File: src/hw/rtl/sbte_pkg.sv
// shared types and constants of the six-bit text encoder
package sbte_pkg;

  localparam int unsigned GROUP_W  = 6;
  localparam int unsigned CAP_W    = 16;
  localparam int unsigned COUNT_W  = 17;
  localparam int unsigned CHAR_W   = 7;
  localparam int unsigned QUEUE_DEPTH = 2;

  localparam logic [CHAR_W-1:0]  CHAR_OFFSET  = 7'h3c;
  localparam logic [CAP_W-1:0]   CAP_RESET    = 16'hffff;

  // carried bit count divided by two
  localparam logic [1:0] PHASE_NONE = 2'd0;
  localparam logic [1:0] PHASE_TWO  = 2'd1;
  localparam logic [1:0] PHASE_FOUR = 2'd2;

  // one queue entry: the results caused by one input beat
  typedef struct packed {
    logic [GROUP_W-1:0] grp_a;
    logic [GROUP_W-1:0] grp_b;
    logic [1:0]         nchar;
    logic               term;
    logic [COUNT_W-1:0] length;
  } rec_t;

endpackage

File: src/hw/rtl/sbte_if.sv
// valid/ready channels for input bytes and output characters
interface sbte_byte_if;
  logic       valid;
  logic       ready;
  logic [7:0] data_byte;
  logic       final_byte;

  modport source (output valid, output data_byte, output final_byte, input ready);
  modport sink (input valid, input data_byte, input final_byte, output ready);
endinterface

interface sbte_char_if;
  logic        valid;
  logic        ready;
  logic [6:0]  code_char;
  logic        is_terminator;
  logic [16:0] total_length;
  logic        run_last;

  modport source (output valid, output code_char, output is_terminator,
                  output total_length, output run_last, input ready);
  modport sink (input valid, input code_char, input is_terminator,
                input total_length, input run_last, output ready);
endinterface

File: src/hw/rtl/six_bit_text_encoder_top.sv
// top level of the six-bit offset text encoder
//
//   channel   dir  beat payload
//   byte_ch   in   data_byte, final_byte
//   char_ch   out  code_char, is_terminator, total_length, run_last
//   capacity  cfg  capacity_we, capacity_wdata (16 bit)
//
// a byte is accepted whenever the two-entry record queue has room
// each byte yields zero to three result beats, sent one per cycle by the back while char_ch is ready
// sustained byte rate is set by the output port; new bytes enter the queue while earlier results drain
// rst is synchronous; capacity returns to 65535 and all carry state clears
// a stalled char_ch holds the queue; bytes keep coming until it fills
module six_bit_text_encoder_top (
  input  logic                       clk,
  input  logic                       rst,
  input  logic                       capacity_we,
  input  logic [sbte_pkg::CAP_W-1:0] capacity_wdata,
  sbte_byte_if.sink                  byte_ch,
  sbte_char_if.source                char_ch
);

  logic           q_full;
  logic           push;
  sbte_pkg::rec_t push_rec;
  logic           pop;
  logic           head_valid;
  sbte_pkg::rec_t head_rec;

  sbte_front u_front (
    .clk            (clk),
    .rst            (rst),
    .capacity_we    (capacity_we),
    .capacity_wdata (capacity_wdata),
    .byte_ch        (byte_ch),
    .q_full         (q_full),
    .push           (push),
    .rec            (push_rec)
  );

  sbte_queue u_queue (
    .clk        (clk),
    .rst        (rst),
    .push       (push),
    .push_rec   (push_rec),
    .full       (q_full),
    .pop        (pop),
    .head_valid (head_valid),
    .head_rec   (head_rec)
  );

  sbte_back u_back (
    .clk        (clk),
    .rst        (rst),
    .head_valid (head_valid),
    .head_rec   (head_rec),
    .pop        (pop),
    .char_ch    (char_ch)
  );

endmodule

File: src/hw/rtl/sbte_front.sv
// front: accepts bytes, tracks the bit carry and capacity, builds at most one record per beat
module sbte_front (
  input  logic                          clk,
  input  logic                          rst,
  input  logic                          capacity_we,
  input  logic [sbte_pkg::CAP_W-1:0]    capacity_wdata,
  sbte_byte_if.sink                     byte_ch,
  input  logic                          q_full,
  output logic                          push,
  output sbte_pkg::rec_t                rec
);

  logic [sbte_pkg::CAP_W-1:0]   capacity;
  logic [sbte_pkg::GROUP_W-1:0] leftover;
  logic [1:0]                   phase;
  logic [sbte_pkg::COUNT_W-1:0] count;
  logic                         stopped;

  logic [sbte_pkg::GROUP_W-1:0] leftover_next;
  logic [1:0]                   phase_next;
  logic [sbte_pkg::COUNT_W-1:0] count_next;
  logic                         stopped_next;

  logic                         accept;
  logic                         stop_now;
  logic [sbte_pkg::COUNT_W-1:0] cap_ext;
  logic [sbte_pkg::COUNT_W-1:0] cnt_one;
  logic [sbte_pkg::GROUP_W-1:0] made;
  logic [sbte_pkg::GROUP_W-1:0] rest;
  logic [7:0]                   b;

  assign byte_ch.ready = !q_full;
  assign accept        = byte_ch.valid && !q_full;
  assign b             = byte_ch.data_byte;
  assign cap_ext       = {1'b0, capacity};
  assign cnt_one       = count + 17'd1;
  assign stop_now      = stopped || (count >= cap_ext);

  always_comb begin
    unique case (phase)
      sbte_pkg::PHASE_NONE: begin
        made = b[7:2];
        rest = {b[1:0], 4'b0000};
      end
      sbte_pkg::PHASE_TWO: begin
        made = leftover | {2'b00, b[7:4]};
        rest = {b[3:0], 2'b00};
      end
      default: begin
        made = leftover | {4'b0000, b[7:6]};
        rest = b[5:0];
      end
    endcase
  end

  always_comb begin
    leftover_next = leftover;
    phase_next    = phase;
    count_next    = count;
    stopped_next  = stop_now;
    rec           = '0;
    if (!stop_now) begin
      rec.grp_a = made;
      rec.nchar = 2'd1;
      if (phase == sbte_pkg::PHASE_NONE || phase == sbte_pkg::PHASE_TWO) begin
        phase_next    = phase + 2'd1;
        leftover_next = rest;
        count_next    = cnt_one;
      end else begin
        // pair completes; the second char only if a slot is left
        phase_next    = sbte_pkg::PHASE_NONE;
        leftover_next = '0;
        if (cnt_one < cap_ext) begin
          rec.grp_b  = rest;
          rec.nchar  = 2'd2;
          count_next = count + 17'd2;
        end else begin
          count_next = cnt_one;
        end
      end
    end
    if (byte_ch.final_byte) begin
      // flush carried bits, even past capacity
      if (phase_next != sbte_pkg::PHASE_NONE) begin
        if (rec.nchar == 2'd0) begin
          rec.grp_a = leftover_next;
        end else begin
          rec.grp_b = leftover_next;
        end
        rec.nchar  = rec.nchar + 2'd1;
        count_next = count_next + 17'd1;
      end
      rec.term      = 1'b1;
      rec.length    = count_next;
      leftover_next = '0;
      phase_next    = sbte_pkg::PHASE_NONE;
      count_next    = '0;
      stopped_next  = 1'b0;
    end
  end

  assign push = accept && (rec.nchar != 2'd0 || rec.term);

  always_ff @(posedge clk) begin
    if (rst) begin
      capacity <= sbte_pkg::CAP_RESET;
      leftover <= '0;
      phase    <= sbte_pkg::PHASE_NONE;
      count    <= '0;
      stopped  <= 1'b0;
    end else begin
      if (capacity_we) begin
        capacity <= capacity_wdata;
      end
      if (accept) begin
        leftover <= leftover_next;
        phase    <= phase_next;
        count    <= count_next;
        stopped  <= stopped_next;
      end
    end
  end

  a_phase_range: assert property (@(posedge clk) disable iff (rst)
    phase != 2'd3)
    else $error("carry phase out of range");

  a_len_bound: assert property (@(posedge clk) disable iff (rst)
    push && rec.term |-> rec.length <= 17'h10000)
    else $error("terminator length beyond capacity plus flush");

endmodule

File: src/hw/rtl/sbte_queue.sv
// two-entry record queue between front and back
module sbte_queue (
  input  logic           clk,
  input  logic           rst,
  input  logic           push,
  input  sbte_pkg::rec_t push_rec,
  output logic           full,
  input  logic           pop,
  output logic           head_valid,
  output sbte_pkg::rec_t head_rec
);

  localparam int unsigned PTR_W  = $clog2(sbte_pkg::QUEUE_DEPTH);
  localparam int unsigned FILL_W = $clog2(sbte_pkg::QUEUE_DEPTH + 1);

  sbte_pkg::rec_t          entries [sbte_pkg::QUEUE_DEPTH];
  logic [PTR_W-1:0]        wr_ptr;
  logic [PTR_W-1:0]        rd_ptr;
  logic [FILL_W-1:0]       fill;
  logic                    do_pop;

  assign full       = (fill == FILL_W'(sbte_pkg::QUEUE_DEPTH));
  assign head_valid = (fill != '0);
  assign head_rec   = entries[rd_ptr];
  assign do_pop     = pop && head_valid;

  always_ff @(posedge clk) begin
    if (push) begin
      entries[wr_ptr] <= push_rec;
    end
  end

  always_ff @(posedge clk) begin
    if (rst) begin
      wr_ptr <= '0;
      rd_ptr <= '0;
      fill   <= '0;
    end else begin
      if (push) begin
        wr_ptr <= (wr_ptr == PTR_W'(sbte_pkg::QUEUE_DEPTH - 1)) ? '0 : wr_ptr + 1'b1;
      end
      if (do_pop) begin
        rd_ptr <= (rd_ptr == PTR_W'(sbte_pkg::QUEUE_DEPTH - 1)) ? '0 : rd_ptr + 1'b1;
      end
      if (push && !do_pop) begin
        fill <= fill + FILL_W'(1);
      end else if (!push && do_pop) begin
        fill <= fill - FILL_W'(1);
      end
    end
  end

  a_no_overflow: assert property (@(posedge clk) disable iff (rst)
    push |-> !full)
    else $error("push into full queue");

  a_fill_bound: assert property (@(posedge clk) disable iff (rst)
    fill <= FILL_W'(sbte_pkg::QUEUE_DEPTH))
    else $error("queue fill beyond depth");

endmodule

File: src/hw/rtl/sbte_back.sv
// back: walks head record, sends one result beat per ready cycle
module sbte_back (
  input  logic           clk,
  input  logic           rst,
  input  logic           head_valid,
  input  sbte_pkg::rec_t head_rec,
  output logic           pop,
  sbte_char_if.source    char_ch
);

  logic [1:0]                   idx;
  logic [1:0]                   items;
  logic                         last;
  logic                         fire;
  logic [sbte_pkg::GROUP_W-1:0] grp;
  logic                         is_char;

  assign items   = head_rec.nchar + {1'b0, head_rec.term};
  assign last    = (idx == items - 2'd1);
  assign fire    = char_ch.valid && char_ch.ready;
  assign pop     = fire && last;
  assign is_char = (idx < head_rec.nchar);
  assign grp     = (idx == 2'd0) ? head_rec.grp_a : head_rec.grp_b;

  always_comb begin
    char_ch.valid         = head_valid;
    char_ch.run_last      = last;
    char_ch.code_char     = '0;
    char_ch.is_terminator = 1'b0;
    char_ch.total_length  = '0;
    if (is_char) begin
      char_ch.code_char = {1'b0, grp} + sbte_pkg::CHAR_OFFSET;
    end else begin
      char_ch.is_terminator = 1'b1;
      char_ch.total_length  = head_rec.length;
    end
  end

  always_ff @(posedge clk) begin
    if (rst) begin
      idx <= '0;
    end else if (fire) begin
      idx <= last ? 2'd0 : idx + 2'd1;
    end
  end

  a_idx_in_rec: assert property (@(posedge clk) disable iff (rst)
    head_valid |-> idx < items)
    else $error("result index past end of record");

endmodule
File: src/flat_wrapper.sv
// flat-port wrapper written by rule: the top's interface ports become plain ports
module six_bit_text_encoder_top_flat 
  (clk, rst, capacity_we, capacity_wdata, byte_ch_valid, byte_ch_data_byte, byte_ch_final_byte, byte_ch_ready, char_ch_valid, char_ch_code_char, char_ch_is_terminator, char_ch_total_length, char_ch_run_last, char_ch_ready);
  sbte_byte_if byte_ch_i ();
  sbte_char_if char_ch_i ();
  input  logic clk;
  input  logic rst;
  input  logic capacity_we;
  input  logic [sbte_pkg::CAP_W-1:0] capacity_wdata;
  input wire logic [$bits(byte_ch_i.valid)-1:0] byte_ch_valid;
  input wire logic [$bits(byte_ch_i.data_byte)-1:0] byte_ch_data_byte;
  input wire logic [$bits(byte_ch_i.final_byte)-1:0] byte_ch_final_byte;
  output wire logic [$bits(byte_ch_i.ready)-1:0] byte_ch_ready;
  output wire logic [$bits(char_ch_i.valid)-1:0] char_ch_valid;
  output wire logic [$bits(char_ch_i.code_char)-1:0] char_ch_code_char;
  output wire logic [$bits(char_ch_i.is_terminator)-1:0] char_ch_is_terminator;
  output wire logic [$bits(char_ch_i.total_length)-1:0] char_ch_total_length;
  output wire logic [$bits(char_ch_i.run_last)-1:0] char_ch_run_last;
  input wire logic [$bits(char_ch_i.ready)-1:0] char_ch_ready;
  assign byte_ch_i.valid = byte_ch_valid;
  assign byte_ch_i.data_byte = byte_ch_data_byte;
  assign byte_ch_i.final_byte = byte_ch_final_byte;
  assign byte_ch_ready = byte_ch_i.ready;
  assign char_ch_valid = char_ch_i.valid;
  assign char_ch_code_char = char_ch_i.code_char;
  assign char_ch_is_terminator = char_ch_i.is_terminator;
  assign char_ch_total_length = char_ch_i.total_length;
  assign char_ch_run_last = char_ch_i.run_last;
  assign char_ch_i.ready = char_ch_ready;
  six_bit_text_encoder_top u_core (.clk(clk), .rst(rst), .capacity_we(capacity_we), .capacity_wdata(capacity_wdata), .byte_ch(byte_ch_i), .char_ch(char_ch_i));
endmodule
File: config.mk
export PLATFORM = sky130hd
export DESIGN_NAME = six_bit_text_encoder_top_flat
export DESIGN_NICKNAME = d
export VERILOG_FILES = /design/src/hw/rtl/sbte_pkg.sv /design/src/hw/rtl/sbte_if.sv /design/src/hw/rtl/six_bit_text_encoder_top.sv /design/src/hw/rtl/sbte_front.sv /design/src/hw/rtl/sbte_queue.sv /design/src/hw/rtl/sbte_back.sv /design/src/flat_wrapper.sv
export SDC_FILE = /design/constraint.sdc
export NUM_CORES = 1
export LEC_CHECK = 0
export ABC_CLOCK_PERIOD_IN_PS = 6770
export BUFFER_PORTS_ARGS = -buffer_cell sky130_fd_sc_hd__buf_2
export CAP_MARGIN = 20
export CORE_MARGIN = 3
export CORE_UTILIZATION = 50
export DETAILED_ROUTE_END_ITERATION = 10
export GPL_ROUTABILITY_DRIVEN = 0
export HOLD_SLACK_MARGIN = 0.02
export PLACE_DENSITY_LB_ADDON = 0.08
export SLEW_MARGIN = 20
export SYNTH_ARGS = -nofsm -noshare
export SYNTH_HDL_FRONTEND = slang
export SYNTH_SLANG_ARGS = --single-unit
File: constraint.sdc
create_clock -name clk -period 6.77 [get_ports clk]
set_input_delay 0.3385 -clock clk [delete_from_list [all_inputs] [get_ports clk]]
set_output_delay 0.3385 -clock clk [all_outputs]
set_load 0.05 [all_outputs]
# Yosys cells after proc, flatten, opt, wreduce, memory -nomap -nowiden
# Memories as Yosys holds them, arrays and structs flattened. A register that Yosys moved wholly into a read port is not among the register bits.
# Index checks and enable logic that the tools add are counted.
dict set report word_totals {
  ff_bits 48
  inputBits 30
  ramBits 64
  mem_count 1
  elab_cells 85
  output_inout_bits 28
}
# name words word_bits rd rd_ports_with_merged_regs write_ports line
set memory_table {}
lappend memory_table {u_core.u_queue.entries 2 32 1 1 1 sbte_queue.sv:16} ;# sbte_pkg::rec_t entries [sbte_pkg::QUEUE_DEPTH];
dict set report classes {
  bitwise_logic 2
  muxes 34
  reduce_logical 20
  n_eq_ne 3
  n_addsub 13
  order_cmp 3
}
# operator n
set op_table {}
lappend op_table {{17-bit 2-to-1 mux} 6}
lappend op_table {{6-bit 2-to-1 mux} 6}
lappend op_table {{17-bit by 1-bit adder with 17-bit output, second input constant} 2}
lappend op_table {{32-bit 2-to-1 mux} 1}
lappend op_table {{14-bit 2-to-1 mux} 2}
lappend op_table {{6-bit case mux with 2 select lines} 2}
lappend op_table {{17-bit by 2-bit adder with 17-bit output, second input constant} 1}
lappend op_table {{17-bit by 16-bit >= comparator with 1-bit output} 1}
lappend op_table {{17-bit by 16-bit < comparator with 1-bit output} 1}
lappend op_table {{8-bit 2-to-1 mux} 2}
lappend op_table {{2-bit 2-to-1 mux} 6}
lappend op_table {{2-bit by 1-bit adder with 2-bit output, second input constant} 4}
lappend op_table {{1-bit 2-to-1 mux} 8}
lappend op_table {{2-bit nonzero test} 4}
lappend op_table {{6-bit by 6-bit adder with 7-bit output, second input constant} 1}
lappend op_table {{1-bit logical AND} 7}
lappend op_table {{7-bit 2-to-1 mux} 1}
lappend op_table {{2-bit logical NOT} 3}
lappend op_table {{6-bit by 2-bit OR with 6-bit output} 1}
lappend op_table {{6-bit by 4-bit OR with 6-bit output} 1}
lappend op_table {{2-bit by 1-bit subtractor with 2-bit output, second input constant} 2}
lappend op_table {{1-bit logical NOT} 3}
lappend op_table {{1-bit logical OR} 3}
lappend op_table {{1-bit adder, second input constant} 2}
lappend op_table {{other kinds (5)} 5}

# Logic depth before layout (Yosys ltp)
dict set report logic_depth {
  depth_word 16
  depth_mapped 21
  ltp_nobuf 19
}

# Hierarchy
# Synthesis repeated with hierarchy kept, for this count alone.
dict set report hier_totals {
  cells_unflattened 729
  hier_area_um2 7126.8
}
# mod area_per_inst_um2 cells_per_inst seq_area_each_um2 n_inst
set modules_own_cells {}
lappend modules_own_cells {sbte_front 4067.7 538 840.8 1}
lappend modules_own_cells {sbte_queue 2521.2 122 2021.9 1}
lappend modules_own_cells {sbte_back 538.0 69 40.0 1}

# Worst setup path after synthesis
# OpenSTA, ideal clock, no wires.
dict set report synth_timing {
  path_type {register to register}
  from {register u_core.u_front.count[1] in the netlist's numbering}
  to {memory u_core.u_queue.entries[0][12] in the netlist's numbering, data pin}
  t_required_ns 6.497
  stages_incl_launch_ff 20
  slack_ns 2.026
  arrival_time_ns 4.470
  setup_ns 0.273
  synth_period_minus_slack_ns 4.744
  path_buffers 2
  path_cell_list {dfxtp_1 ha_1 and3_1 and3_1 nand2_1 or2_2 xnor2_1 ha_1 o21a_1 o211ai_1 and3_1 buf_6 nand2_1 o311ai_0 ha_1 nand2_1 or4b_1 clkbuf_1 nor3_1 nor3_1}
}
# item line
set synth_lines {}
lappend synth_lines {{from (decl)} sbte_front.sv:16} ;# logic [sbte_pkg::COUNT_W-1:0] count;
lappend synth_lines {{from (signal assigned)} sbte_front.sv:118} ;# count <= count_next;
lappend synth_lines {{to (decl)} sbte_queue.sv:16}

==> out/results.tsv <==
stage	metric	value	unit
clock_network	cts_buffers	17	
synthesis	synth_nets	778	
cells_and_area	drive_above_1_share	15.7	%
detailed_routing	drt_first_iter_violations	585	
run	maxCapViolations	0	
worst_hold_path	hold_class	input pin to flop	
synthesis	syn_avg_cell_area	9.54	um^2
cells_and_area	n_fill_cell	1143	
detailed_routing	routed-via-count	5516	
setup_path	cp_slowest_stage_delay	780	ps
sta	rsz0062_at_grt	false	
global_route	grt_pass1_wl	26600	um
detailed_routing	antenna_left	0	
power	power	0.00278	W
place	numPortBuffers	57	
status	status	finished clean	
floorplanning	die_area	0.0149	mm^2
global_route	grt_max_degree	33	
synthesis	synth_top_area_share	28.5	%
sta	setup_viol	0	
clock_network	clock_latency	420	ps
synthesis	syn_inst	707	
sta	skew	9.01	ps
sta	timing.fmax	0.175	GHz
cells_and_area	multi_input_area	0.00353	mm^2
setup_path	crit_required	6950	ps
setup_path	slowest_stage	o311ai_0	
setup_path	path_max_fanout	10	
synthesis	synthFlopType	edfxtp_1	
detailed_routing	via_per_inst	5.92	
clock_network	clkTransAtPathRegs	60	ps
cells_and_area	num_antenna_cells	0	
synthesis	ys_warn_count	0	
setup_path	crit_path_end_kind	flop	
synthesis	ys_async_sr_fraction	0	%
sta	tightest_slew	919	ps
clock_network	ctsResizeCount	0	
power	p_leak	3.04	nW
cells_and_area	fin_util	60.0	%
setup_path	worst_ep_arrival_time	5910	ps
detailed_routing	drc_errors	0	
synthesis	ys_ff_latch	113	
floorplanning	initial_utilization	52.4	%
setup_path	worstPathCellList	ha_1 -> and3_1 -> and3_1 -> nand2_1 -> or2_2 -> xnor2_1 -> ha_1 -> a211oi_1 -> o21ai_0 -> o211ai_1 -> and3_1 -> nand2_1 -> o311ai_0 -> ha_1 -> nand2_1 -> nor4b_2 -> a31oi_1 -> nor3b_1	
clock_network	cts_tree	yes	
global_route	overflow	0	
synthesis	synth_edf_count	64	
floorplanning	ios	58	
sta	whs	134	ps
clock_network	cts_max_path_buffers	2	
sta	post-route-period-util	84.6	%
sta	slew_headroom	38.7	%
floorplanning	core_area	0.0129	mm^2
setup_path	crit_path_start_kind	flop	
clock_network	post_cts_buffers	0	
clock_network	clockRootBuffer	clkbuf_16	
sta	period_minus_slack	5730	ps
cells_and_area	seq_area	0.00290	mm^2
clock_network	cts.sinks	113	
synthesis	syn_area	0.00674	mm^2
power	p_per_area	359	mW/mm^2
cells_and_area	finalNetCount	817	
clock_network	cts_hold_buf	0	
cells_and_area	final_common_cell	nor2_1	
synthesis	synth_top_cell_by_area	edfxtp_1	
floorplanning	fp.dieH	122	um
global_route	grt_usage	23.0	%
sta	tns	0	ps
synthesis	yosys-top-cells-area	edfxtp_1, dfxtp_1, ha_1	
detailed_routing	dr.pass1.iters	5	
floorplanning	die_w	122	um
place	dp_hpwl	11500	um
sta	finalHoldViolations	0	
setup_path	path_class	flop to flop	
cells_and_area	final_cell_mix	nor2_1, edfxtp_1, nand2_1	
floorplanning	row_count	41	
cells_and_area	areaGrowthSynthToFinish	14.6	%
global_route	grt_pass1_vias	5214	
setup_path	rrSetupSlack	1040	ps
synthesis	synth_cell_types	66	
clock_network	htreeDepth	4	
global_route	antenna_found_initial	0	
synthesis	yosysSeqAreaShare	43.1	%
detailed_routing	post_drt_wl_per_cell	17.3	um
power	ir_worst_vdd	0.194	mV
sta	slew_viol_final	0	
detailed_routing	wl	16100	um
==> area by class of cell <==
class,count,area share [%]
flip-flops and latches,113,37.6
clock buffers,19,5.86
clock inverters,13,2.36
well taps,172,2.79
multi-input cells,520,45.7
repair buffers,61,4.08
inverters,33,1.60
==> state kept, by name (all words and copies together) (netlist names), named ones only <==
register and cells:
u_core.u_front.leftover 6, u_core.u_queue.wr_ptr 1, u_core.u_queue.rd_ptr 1, u_core.u_queue.entries 64, u_core.u_queue.fill 2, u_core.u_front.stopped 1, u_core.u_front.phase 2, u_core.u_back.idx 2
u_core.u_front.count 17, u_core.u_front.capacity 16
==> metal layers <==
layer	track usage [%]	wire, um	part of all wire, %
met1	31.8	7580	47
met5	0	0	0
met4	8.89	367	2.3
met3	5.01	968	6.0
met2	35.4	7150	45
==> worst max-delay path: cells and delay by family, from the launching register on <==
kind / cells / cell delay [ps]
simple gates: 9 / 2600
compound gates: 5 / 1420
fa+ha+maj: 3 / 780
flops: 1 / 540
xor+xnor: 1 / 130
==> synth_stat cells (8+ instances only) <==
| cell | n |
|---|---|
| a21oi_1 | 37 |
| a22oi_1 | 9 |
| clkbuf_1 | 28 |
| dfxtp_1 | 49 |
| edfxtp_1 | 64 |
| ha_1 | 41 |
| inv_1 | 32 |
| mux2i_1 | 27 |
| nand2_1 | 59 |
| nand3_1 | 24 |
| nand4_1 | 13 |
| nor2_1 | 93 |
| nor3_1 | 16 |
| o211ai_1 | 16 |
| o21ai_0 | 25 |
| o22ai_1 | 8 |
| xnor2_1 | 28 |
| xor2_1 | 14 |
==> path summary, 6_finish.rpt <==
kind / start / end / depth (start not counted)
setup / recovery: u_core.u_front.count[2] / u_core.u_queue.entries[0][16] / 18
hold / removal: capacity_wdata[0] / u_core.u_front.capacity[0] / 3
setup reg to reg: u_core.u_front.count[2] / u_core.u_queue.entries[0][16] / 18
hold reg to reg: u_core.u_queue.fill[1] / u_core.u_queue.fill[1] / 2
==> power by group <==
group	switching (W)	total [W]	internal, W
clock network	0.000323	0.000957	0.000634
logic	0.000675	0.000936	0.000261
registers	0.0000390	0.000885	0.000846
==> stage by stage <==
step           instance area [um^2]  cells  setup slack (ps)
2_1_floorplan                  6740    707              2030
3_3_place_gp                   7090    899              1410
3_5_place_dp                   7090    899              1260
4_1_cts                        7730    931              1170
5_1_grt                        7730    931               665
6_report                       7730    931              1040
==> kinds of logic after synthesis <==
| family | after synthesis | share of synthesized area [%] |
|---|---|---|
| adders and majority gates | 41 | 7.61 |
| and+or+nand+nor | 255 | 18.2 |
| buffers and inverters | 74 | 4.58 |
| AOI/OAI and AO/OA | 149 | 15.1 |
| muxes | 33 | 6.01 |
| xor gates and xnor gates | 42 | 5.46 |
| DFF | 113 | 43.1 |
Note: power is estimated with default switching activity, not from simulation.
